### src/hdl/sgd_pkg.sv
// Shared types and constants for the SPI gate-driver register access unit.
// No dependencies; imported by every module of the block.
`default_nettype none

package sgd_pkg;

   // Field widths
   localparam int ADDR_W  = 4;
   localparam int DATA_W  = 11;
   localparam int FRAME_W = 16;
   localparam int CFG_W   = 10;
   localparam int BIT_W   = 4;
   localparam int CSR_IDX_W = 2;

   // Stream packing
   localparam int REQ_TDATA_W = 24;
   localparam int REQ_TUSER_W = 1;
   localparam int RSP_TDATA_W = 16;

   // Parameter defaults
   localparam int DELAY_WIDTH_DEFAULT = 10;
   localparam int QUEUE_DEPTH_DEFAULT = 4;

   // Register indexes
   localparam logic [CSR_IDX_W-1:0] CSR_PHASE    = 2'd0;
   localparam logic [CSR_IDX_W-1:0] CSR_CS_SETUP = 2'd1;
   localparam logic [CSR_IDX_W-1:0] CSR_CS_HOLD  = 2'd2;
   localparam logic [CSR_IDX_W-1:0] CSR_CS_GAP   = 2'd3;

   // Register reset values
   localparam logic [CFG_W-1:0] PHASE_RST    = 10'd5;
   localparam logic [CFG_W-1:0] CS_SETUP_RST = 10'd10;
   localparam logic [CFG_W-1:0] CS_HOLD_RST  = 10'd10;
   localparam logic [CFG_W-1:0] CS_GAP_RST   = 10'd1;

   // One decoded tick, as handed from the front to the sequencer
   typedef struct packed {
      logic               start;
      logic               is_read;
      logic [FRAME_W-1:0] frame;
      logic               miso;
   } cmd_type;

endpackage

`default_nettype wire

### src/hdl/sgd_front.sv
// Front end: unpacks request items and builds the first SPI frame word.
// Depends on sgd_pkg.
`default_nettype none

module sgd_front (
   input  wire logic                             req_tvalid,
   output logic                                  req_tready,
   input  wire logic [sgd_pkg::REQ_TDATA_W-1:0]  req_tdata,
   input  wire logic [sgd_pkg::REQ_TUSER_W-1:0]  req_tuser,
   input  wire logic                             queue_full,
   output logic                                  push,
   output sgd_pkg::cmd_type                      push_cmd
);
   import sgd_pkg::*;

   logic [ADDR_W-1:0] reg_addr;
   logic [DATA_W-1:0] write_data;

   assign reg_addr   = req_tdata[4:1];
   assign write_data = req_tdata[15:5];

   assign req_tready = !queue_full;
   assign push       = req_tvalid && !queue_full;

   always_comb begin
      push_cmd.start   = req_tdata[0];
      push_cmd.is_read = req_tuser[0];
      push_cmd.miso    = req_tdata[16];
      // read command frame carries only the address; write carries the data too
      if (req_tuser[0]) begin
         push_cmd.frame = {1'b1, reg_addr, {DATA_W{1'b0}}};
      end else begin
         push_cmd.frame = {1'b0, reg_addr, write_data};
      end
   end

endmodule

`default_nettype wire

### src/hdl/sgd_queue.sv
// Short FIFO of decoded ticks between the front end and the sequencer.
// Depends on sgd_pkg.
`default_nettype none

module sgd_queue #(
   parameter int QUEUE_DEPTH = sgd_pkg::QUEUE_DEPTH_DEFAULT
) (
   input  wire logic             clock,
   input  wire logic             reset,
   input  wire logic             push,
   input  wire sgd_pkg::cmd_type push_cmd,
   output logic                  full,
   output logic                  pop_valid,
   input  wire logic             pop,
   output sgd_pkg::cmd_type      pop_cmd
);
   import sgd_pkg::*;

   localparam int PTR_W = (QUEUE_DEPTH > 1) ? $clog2(QUEUE_DEPTH) : 1;
   localparam int CNT_W = $clog2(QUEUE_DEPTH + 1);

   cmd_type            slot_ff [QUEUE_DEPTH];
   logic [PTR_W-1:0]   wr_ptr_ff, wr_ptr_in;
   logic [PTR_W-1:0]   rd_ptr_ff, rd_ptr_in;
   logic [CNT_W-1:0]   count_ff, count_in;

   assign full      = (count_ff == CNT_W'(QUEUE_DEPTH));
   assign pop_valid = (count_ff != '0);
   assign pop_cmd   = slot_ff[rd_ptr_ff];

   always_comb begin
      wr_ptr_in = wr_ptr_ff;
      rd_ptr_in = rd_ptr_ff;
      count_in  = count_ff;
      if (push) begin
         wr_ptr_in = (wr_ptr_ff == PTR_W'(QUEUE_DEPTH - 1)) ? '0 : wr_ptr_ff + PTR_W'(1);
      end
      if (pop) begin
         rd_ptr_in = (rd_ptr_ff == PTR_W'(QUEUE_DEPTH - 1)) ? '0 : rd_ptr_ff + PTR_W'(1);
      end
      priority if (push && !pop) begin
         count_in = count_ff + CNT_W'(1);
      end else if (pop && !push) begin
         count_in = count_ff - CNT_W'(1);
      end
   end

   always_ff @(posedge clock) begin
      if (reset) begin
         wr_ptr_ff <= '0;
         rd_ptr_ff <= '0;
         count_ff  <= '0;
      end else begin
         wr_ptr_ff <= wr_ptr_in;
         rd_ptr_ff <= rd_ptr_in;
         count_ff  <= count_in;
      end
   end

   always_ff @(posedge clock) begin
      if (push) begin
         slot_ff[wr_ptr_ff] <= push_cmd;
      end
   end

endmodule

`default_nettype wire

### src/hdl/sgd_back.sv
// Back end: SPI frame sequencer, timing registers and the registered result stage.
// Depends on sgd_pkg.
`default_nettype none

module sgd_back #(
   parameter int DELAY_WIDTH = sgd_pkg::DELAY_WIDTH_DEFAULT
) (
   input  wire logic                             clock,
   input  wire logic                             reset,
   input  wire logic                             cmd_valid,
   input  wire sgd_pkg::cmd_type                 cmd,
   output logic                                  cmd_pop,
   input  wire logic                             csr_we,
   input  wire logic [sgd_pkg::CSR_IDX_W-1:0]    csr_index,
   input  wire logic [sgd_pkg::CFG_W-1:0]        csr_wdata,
   output logic                                  rsp_tvalid,
   input  wire logic                             rsp_tready,
   output logic [sgd_pkg::RSP_TDATA_W-1:0]       rsp_tdata
);
   import sgd_pkg::*;

   localparam logic [2:0] ST_IDLE  = 3'd0;
   localparam logic [2:0] ST_SETUP = 3'd1;
   localparam logic [2:0] ST_LOWA  = 3'd2;
   localparam logic [2:0] ST_LOWB  = 3'd3;
   localparam logic [2:0] ST_HIGH  = 3'd4;
   localparam logic [2:0] ST_LOWC  = 3'd5;
   localparam logic [2:0] ST_HOLD  = 3'd6;
   localparam logic [2:0] ST_GAP   = 3'd7;

   logic [CFG_W-1:0] phase_ff, setup_ff, hold_ff, gap_ff;

   logic [2:0]             state_ff, state_in;
   logic [DELAY_WIDTH-1:0] timer_ff, timer_in;
   logic [BIT_W-1:0]       bit_ff, bit_in;
   logic [FRAME_W-1:0]     tx_ff, tx_in;
   logic [FRAME_W-1:0]     rx_ff, rx_in;
   logic                   pend_ff, pend_in;
   logic                   acc_rd_ff, acc_rd_in;
   logic [DATA_W-1:0]      last_rd_ff, last_rd_in;
   logic                   cs_n_ff, cs_n_in;
   logic                   sclk_ff, sclk_in;
   logic                   mosi_ff, mosi_in;

   logic                   rsp_valid_ff, rsp_valid_in;
   logic [RSP_TDATA_W-1:0] rsp_data_ff, rsp_data_in;

   logic                   fire;
   logic                   done;
   logic [DATA_W-1:0]      rd;

   // advance one queued tick whenever the result slot is free or being drained
   assign fire    = cmd_valid && (!rsp_valid_ff || rsp_tready);
   assign cmd_pop = fire;

   assign rsp_tvalid = rsp_valid_ff;
   assign rsp_tdata  = rsp_data_ff;

   always_ff @(posedge clock) begin
      if (reset) begin
         phase_ff <= PHASE_RST;
         setup_ff <= CS_SETUP_RST;
         hold_ff  <= CS_HOLD_RST;
         gap_ff   <= CS_GAP_RST;
      end else if (csr_we) begin
         unique case (csr_index)
            CSR_PHASE:    phase_ff <= csr_wdata;
            CSR_CS_SETUP: setup_ff <= csr_wdata;
            CSR_CS_HOLD:  hold_ff  <= csr_wdata;
            CSR_CS_GAP:   gap_ff   <= csr_wdata;
         endcase
      end
   end

   always_comb begin
      state_in   = state_ff;
      timer_in   = timer_ff;
      bit_in     = bit_ff;
      tx_in      = tx_ff;
      rx_in      = rx_ff;
      pend_in    = pend_ff;
      acc_rd_in  = acc_rd_ff;
      last_rd_in = last_rd_ff;
      cs_n_in    = cs_n_ff;
      sclk_in    = sclk_ff;
      mosi_in    = mosi_ff;
      done       = 1'b0;
      rd         = '0;

      if (fire) begin
         if (state_ff == ST_IDLE) begin
            if (cmd.start) begin
               pend_in   = cmd.is_read;
               acc_rd_in = cmd.is_read;
               tx_in     = cmd.frame;
               rx_in     = '0;
               bit_in    = '0;
               cs_n_in   = 1'b0;
               state_in  = ST_SETUP;
               timer_in  = DELAY_WIDTH'(setup_ff);
            end
         end else if (timer_ff > DELAY_WIDTH'(1)) begin
            timer_in = timer_ff - DELAY_WIDTH'(1);
         end else begin
            unique case (state_ff)
               ST_IDLE: begin
               end
               ST_SETUP: begin
                  sclk_in  = 1'b0;
                  state_in = ST_LOWA;
                  timer_in = DELAY_WIDTH'(phase_ff);
               end
               ST_LOWA: begin
                  mosi_in  = tx_ff[FRAME_W-1];
                  state_in = ST_LOWB;
                  timer_in = DELAY_WIDTH'(phase_ff);
               end
               ST_LOWB: begin
                  sclk_in  = 1'b1;
                  state_in = ST_HIGH;
                  timer_in = DELAY_WIDTH'(phase_ff);
               end
               ST_HIGH: begin
                  sclk_in  = 1'b0;
                  rx_in    = {rx_ff[FRAME_W-2:0], cmd.miso};
                  state_in = ST_LOWC;
                  timer_in = DELAY_WIDTH'(phase_ff);
               end
               ST_LOWC: begin
                  tx_in = {tx_ff[FRAME_W-2:0], 1'b0};
                  if (bit_ff == {BIT_W{1'b1}}) begin
                     bit_in   = '0;
                     state_in = ST_HOLD;
                     timer_in = DELAY_WIDTH'(hold_ff);
                  end else begin
                     bit_in   = bit_ff + BIT_W'(1);
                     state_in = ST_LOWA;
                     timer_in = DELAY_WIDTH'(phase_ff);
                  end
               end
               ST_HOLD: begin
                  cs_n_in = 1'b1;
                  mosi_in = 1'b0;
                  // capture only at the end of the dummy frame of a read
                  if (acc_rd_ff && !pend_ff) begin
                     last_rd_in = rx_ff[DATA_W-1:0];
                  end
                  state_in = ST_GAP;
                  timer_in = DELAY_WIDTH'(gap_ff);
               end
               ST_GAP: begin
                  if (pend_ff) begin
                     pend_in  = 1'b0;
                     tx_in    = '0;
                     rx_in    = '0;
                     bit_in   = '0;
                     cs_n_in  = 1'b0;
                     state_in = ST_SETUP;
                     timer_in = DELAY_WIDTH'(setup_ff);
                  end else begin
                     state_in = ST_IDLE;
                     timer_in = '0;
                     done     = 1'b1;
                     if (acc_rd_ff) begin
                        rd = last_rd_ff;
                     end
                  end
               end
            endcase
         end
      end
   end

   always_comb begin
      rsp_valid_in = rsp_valid_ff;
      rsp_data_in  = rsp_data_ff;
      if (fire) begin
         rsp_valid_in = 1'b1;
         rsp_data_in  = {rd, done, (state_in != ST_IDLE), mosi_in, sclk_in, cs_n_in};
      end else if (rsp_tready) begin
         rsp_valid_in = 1'b0;
      end
   end

   always_ff @(posedge clock) begin
      if (reset) begin
         state_ff     <= ST_IDLE;
         timer_ff     <= '0;
         bit_ff       <= '0;
         tx_ff        <= '0;
         rx_ff        <= '0;
         pend_ff      <= 1'b0;
         acc_rd_ff    <= 1'b0;
         last_rd_ff   <= '0;
         cs_n_ff      <= 1'b1;
         sclk_ff      <= 1'b0;
         mosi_ff      <= 1'b0;
         rsp_valid_ff <= 1'b0;
      end else begin
         state_ff     <= state_in;
         timer_ff     <= timer_in;
         bit_ff       <= bit_in;
         tx_ff        <= tx_in;
         rx_ff        <= rx_in;
         pend_ff      <= pend_in;
         acc_rd_ff    <= acc_rd_in;
         last_rd_ff   <= last_rd_in;
         cs_n_ff      <= cs_n_in;
         sclk_ff      <= sclk_in;
         mosi_ff      <= mosi_in;
         rsp_valid_ff <= rsp_valid_in;
      end
   end

   always_ff @(posedge clock) begin
      rsp_data_ff <= rsp_data_in;
   end

endmodule

`default_nettype wire

### src/hdl/spi_gate_driver_register_access_unit.sv
// SPI gate-driver register access unit: one request item per timing tick, one result per tick.
// Path: an accepted item is written into the queue, then popped into the registered result
// stage, from which it is taken; it waits in the queue while that stage is held.
// Throughput: the sequencer pops one tick per cycle while the result slot is free or drained.
// Reset (synchronous, active high): queue empty, sequencer idle, cs_n high, sclk and mosi
// low, timing registers back to phase 5, setup 10, hold 10, gap 1.
// Depends on sgd_pkg, sgd_front, sgd_queue, sgd_back.
`default_nettype none

module spi_gate_driver_register_access_unit #(
   parameter int DELAY_WIDTH = sgd_pkg::DELAY_WIDTH_DEFAULT,
   parameter int QUEUE_DEPTH = sgd_pkg::QUEUE_DEPTH_DEFAULT
) (
   input  wire logic                             clock,
   input  wire logic                             reset,
   input  wire logic                             req_tvalid,
   output logic                                  req_tready,
   // [0] start_req, [4:1] reg_addr, [15:5] write_data, [16] miso, [23:17] zero
   input  wire logic [sgd_pkg::REQ_TDATA_W-1:0]  req_tdata,
   // [0] is_read
   input  wire logic [sgd_pkg::REQ_TUSER_W-1:0]  req_tuser,
   output logic                                  rsp_tvalid,
   input  wire logic                             rsp_tready,
   // [0] cs_n, [1] sclk, [2] mosi, [3] busy_res, [4] done_res, [15:5] read_data
   output logic [sgd_pkg::RSP_TDATA_W-1:0]       rsp_tdata,
   input  wire logic                             csr_we,
   input  wire logic [sgd_pkg::CSR_IDX_W-1:0]    csr_index,
   input  wire logic [sgd_pkg::CFG_W-1:0]        csr_wdata
);
   import sgd_pkg::*;

   logic    queue_full;
   logic    push;
   cmd_type push_cmd;
   logic    pop_valid;
   logic    pop;
   cmd_type pop_cmd;

   sgd_front u_front (
      .req_tvalid (req_tvalid),
      .req_tready (req_tready),
      .req_tdata  (req_tdata),
      .req_tuser  (req_tuser),
      .queue_full (queue_full),
      .push       (push),
      .push_cmd   (push_cmd)
   );

   sgd_queue #(
      .QUEUE_DEPTH (QUEUE_DEPTH)
   ) u_queue (
      .clock     (clock),
      .reset     (reset),
      .push      (push),
      .push_cmd  (push_cmd),
      .full      (queue_full),
      .pop_valid (pop_valid),
      .pop       (pop),
      .pop_cmd   (pop_cmd)
   );

   sgd_back #(
      .DELAY_WIDTH (DELAY_WIDTH)
   ) u_back (
      .clock      (clock),
      .reset      (reset),
      .cmd_valid  (pop_valid),
      .cmd        (pop_cmd),
      .cmd_pop    (pop),
      .csr_we     (csr_we),
      .csr_index  (csr_index),
      .csr_wdata  (csr_wdata),
      .rsp_tvalid (rsp_tvalid),
      .rsp_tready (rsp_tready),
      .rsp_tdata  (rsp_tdata)
   );

endmodule

`default_nettype wire
### config.mk
export PLATFORM = sky130hd
export DESIGN_NAME = spi_gate_driver_register_access_unit
export DESIGN_NICKNAME = d
export VERILOG_FILES = /design/src/hdl/sgd_pkg.sv /design/src/hdl/sgd_front.sv /design/src/hdl/sgd_queue.sv /design/src/hdl/sgd_back.sv /design/src/hdl/spi_gate_driver_register_access_unit.sv
export SDC_FILE = /design/constraint.sdc
export NUM_CORES = 1
export LEC_CHECK = 0
export BUFFER_PORTS_ARGS = -buffer_cell sky130_fd_sc_hd__buf_2
export CAP_MARGIN = 25
export CORE_ASPECT_RATIO = 0.7
export CORE_MARGIN = 2
export CORE_UTILIZATION = 45
export CTS_BUF_LIST = sky130_fd_sc_hd__clkbuf_4
export CTS_CLUSTER_DIAMETER = 150
export DETAILED_ROUTE_END_ITERATION = 6
export SETUP_SLACK_MARGIN = 0.05
export SYNTH_ARGS = -nofsm -noshare
export SYNTH_HDL_FRONTEND = slang
export SYNTH_HIERARCHICAL = 1
export SYNTH_SLANG_ARGS = --single-unit
### constraint.sdc
create_clock -name clock -period 5 [get_ports clock]
set_input_delay 0.25 -clock clock [delete_from_list [all_inputs] [get_ports clock]]
set_output_delay 0.25 -clock clock [all_outputs]
set_load 0.005 [all_outputs]
==> metrics <==
Synth Area in Adders=~2.2%; Synth Area in Compound Gates=about 16%; Worst-Margin Slew=roughly 1.1 ns; Final Slew Violations=0; Synth Register Bits=~200; switch share=between 30% and 40%; status=completed; PwrDens=519.8 nW/um^2; CP max stage cell=o21ai_2; post-route setup TNS=0 ns; CTS H-tree depth=2; row cnt=between 40 and 50; total placed cells including tap cells=between 1k and 1.5k; IO Port Bufs=between 50 and 60; Placement Setup Slack=around 1.7 ns; Synth Area per Inst=approximately 11 sq um; Post-route DRC=0; FF-to-FF Start=u_back/timer_ff[4]$_SDFFE_PP0P_; origin of the worst min-delay path=csr_index[1]; GRT Resource Usage Total=between 20% and 30%; final worst-path cycle share=70.05%; Starting Density=a little under half; hold worst-path end=u_back/phase_ff[8]$_SDFFE_PP0P_; Final setup viols=0; initial antenna violation count=1; clock share of power=25.6%; Critical Path Most Common Cell=or4_1; Setup CP Type=reg2reg; Syn Nets=around 870; die width=173.4 um; Post-Route WL=between 20000 and 25000 um; post-DP HPWL=~14000 um; Max Fclk=roughly 290 MHz; Mapped Area=between 9000 and 10000 sq um; Post-CTS Hold Buffers=28; DRT Pass-1 Iters=5; final core utilization=about 53%; post-cts sizing count=0; reg2reg setup slack=~1.5 ns; largest net degree at the start of global routing=94; Clock Skew=between 0.07 and 0.08 ns; Cell variety after synth=72; vias in the first global route=6778; synth warn=6; CTS tree=built; Die Span Y=between 100 and 150 um; share of layout cells above drive strength 1=between 10% and 20%; Syn Inst Count=about 810; crit end category=register; CP Data Arrival Time=~4 ns; Post-synth EDFFs=just over 90; DR iter-0 viols=491; FF-to-FF End=u_back/tx_ff[11]$_SDFFE_PP0P_; IO Pins=60; worst skew pair latency=about 0.68 ns; worst relative slew slack=27.01%; clock sinks=202; multiplexer share of the synthesized area=8.128%; Clock transition at path regs=approximately 0.08 ns; Hold Vio Cnt, Final=0; required time worst endpoint=5.51 ns; RSZ-0062 raised after global routing=no; nets@finish=950; largest family of logic cells by synthesized area=compound AO/OA/AOI/OAI gates; Post-CTS Setup Repair Bufs=0; asr flop ratio synth=0%; fin crit period=about 3.5 ns; register area share after synthesis=54.94%; drt via density=5.798; share of total power in sequential cells=~40%; Max FO, Critical Path=20; clock tree buffer depth=3; DR WL/cell=18.76 um; Synth Area in XOR/XNOR=less than 1%; Post-Synth Simple-Gate Area=about 13%; gr ovfl total=0; area growth from synthesis to layout=15.33%; DR vias=6992; Setup crit start kind=register; Max-cap violations=0; core area=19750 sq um; Hold Path Stages=4; LEAKAGE=around 3.8 nW; Worst Reg-to-Reg Cells=5; setup ws final=between 1 and 1.5 ns; DRT antenna net count=0; Peak supply drop=around 240 uV; Hold Path Class=in2reg; internal power=3.401 mW; clock root buffer=clkbuf_4; routability cong.=0.8488; cell chain of the critical path=or4_1 -> or4_1 -> o21ai_2 -> a31oi_1 -> a211oi_1; cts bufs inserted=51; Layout Cells excl Fill=between 1k and 1.5k; first-pass GRT wire length=around 36000 um; die area=between 20000 and 25000 sq um; Post-synth top flop=dfxtp_1; Comb pwr share=roughly a third; NetSw=roughly 2.0 mW; CP max stage delay=between 0.8 and 0.9 ns
cell usage after synthesis, types with 3 or more instances:
cell type / number / area [sq um]
a2111oi_0: 3 / 26.28
a211oi_1: 17 / 127.6
a21oi_1: 63 / 315.3
a22oi_1: 20 / 150.1
a31oi_1: 25 / 156.4
a32o_1: 7 / 70.07
and2_1: 19 / 118.9
buf_1: 4 / 15.01
buf_2: 8 / 40.04
buf_4: 9 / 67.56
buf_6: 3 / 33.78
clkbuf_1: 46 / 172.7
dfxtp_1: 110 / 2202
edfxtp_1: 92 / 2763
ha_1: 14 / 175.2
inv_1: 15 / 56.30
mux2i_1: 25 / 250.2
mux4_1: 9 / 236.5
mux4_2: 10 / 225.2
nand2_1: 72 / 270.3
nand2b_1: 3 / 18.77
nand3_1: 26 / 130.1
nand4_1: 4 / 25.02
nor2_1: 41 / 153.9
nor2b_1: 6 / 37.54
nor2b_2: 8 / 70.07
nor3_1: 9 / 45.04
nor3b_1: 3 / 22.52
nor4_1: 6 / 37.54
o211ai_1: 6 / 45.04
o21ai_0: 34 / 170.2
o31ai_1: 21 / 157.7
o41ai_1: 5 / 43.79
or3_1: 7 / 43.79
or4_1: 16 / 120.1
xor2_1: 4 / 35.03
state kept, by name, summed over array words and instances, names as in the netlist, 4 cells and up, named ones only:
name               count
u_back/tx_ff          16
u_back/last_rd_ff     11
u_back/rsp_tdata      16
u_back/phase_ff       10
u_back/rx_ff          11
u_queue/slot_ff       76
u_back/bit_ff          4
u_back/setup_ff       10
u_back/hold_ff        10
u_back/timer_ff       10
u_back/gap_ff         10
per-layer routing:
metal	wire, um	global-route usage (%)	share of wire [%]	vias up
met3	1726	4.523	7.6	29
li1	-	-	-	3265
met1	10680	30.52	47	3424
met4	297	6.992	1.3	0
met5	0	1.620	0	-
met2	9920	32.03	44	274
cells in the final DEF, fill, tap and decap left out, types with 9 or more instances in the layout:
cell type | Yosys | routed
dfxtp_1 | 110 | 110
edfxtp_1 | 92 | 92
clkbuf_4 | 0 | 74
nand2_1 | 72 | 72
a21oi_1 | 63 | 62
buf_2 | 8 | 52
nor2_1 | 41 | 41
o21ai_0 | 34 | 34
dlygate4sd3_1 | 0 | 28
nand3_1 | 26 | 26
a31oi_1 | 25 | 25
mux2i_1 | 25 | 25
clkinv_1 | 1 | 21
o31ai_1 | 21 | 21
a22oi_1 | 20 | 20
and2_1 | 19 | 19
a211oi_1 | 17 | 17
or4_1 | 16 | 16
inv_1 | 15 | 15
ha_1 | 14 | 14
buf_4 | 9 | 12
mux4_2 | 10 | 10
nor2b_2 | 8 | 9
nor3_1 | 9 | 9
mux4_1 | 9 | 9
kinds of logic (layout without fill, tap and decap cells):
family          after synthesis  after routing
simple gates                233            233
compound gates              223            223
xor+xnor                      5              5
fa+ha+maj                    15             15
other cells                   0              1
mux                          46             46
buf+inv                      88            211
flops                       202            202
stage by stage:
step / power [mW] / instance area [sq um] / hold WS, ns
final: 5.417 / 10420 / 0.08446
after global routing: 5.754 / 10420 / 0.06291
after CTS: 5.436 / 10410 / 0.01619
after detailed placement: 4.009 / 9468 / 0.4465
after global placement: 3.915 / 9382 / 0.4459
after floorplan: 3.485 / 9036 / 0.3191
power groups by stage:
stage	registers, mW	clock network [mW]	logic (mW)
CTS	2.12	1.43	1.88
global placement	2.14	0	1.77
finish	2.12	1.39	1.91
global route	2.15	1.52	2.08
detailed placement	2.15	0	1.85
floorplan	2.12	0	1.37
how the worst max path moves through the flow:
| stage | endpoint | from | slack (ns) | cells after the start |
|---|---|---|---|---|
| 6_report | u_back/tx_ff[11]$_SDFFE_PP0P_ | u_back/timer_ff[4]$_SDFFE_PP0P_ | 1.50 | 5 |
| 5_1_grt | u_back/tx_ff[11]$_SDFFE_PP0P_ | u_back/timer_ff[4]$_SDFFE_PP0P_ | 1.38 | 5 |
| 3_3_place_gp | u_back/bit_ff[2]$_SDFFE_PP0P_ | u_back/timer_ff[4]$_SDFFE_PP0P_ | 1.78 | 5 |
| 2_1_floorplan | u_queue/count_ff[2]$_SDFFE_PP0P_ | u_queue/count_ff[1]$_SDFFE_PP0P_ | 2.19 | 11 |
| 4_1_cts | u_back/tx_ff[3]$_SDFFE_PP0P_ | u_back/timer_ff[4]$_SDFFE_PP0P_ | 1.61 | 5 |
| 3_5_place_dp | u_back/bit_ff[2]$_SDFFE_PP0P_ | u_back/timer_ff[4]$_SDFFE_PP0P_ | 1.69 | 5 |
worst max-delay path, delay by kind of cell, from the launching register on:
kind / cells / cell delay, ns
simple gates: 2 / 1.50
compound gates: 3 / 1.42
flops: 1 / 0.39
layout make-up:
type	instances	area [sq um]
fillers	1753	9324
flip-flops and latches	202	4965
multi-input cells	522	3669
repair buffers	100	729.5
clock buffers	73	548.0
well taps	270	337.8
clock inverters	22	110.1
inverters	16	60.06
diodes	1	2.502
No activity file was read; power rests on OpenSTA's default activity.
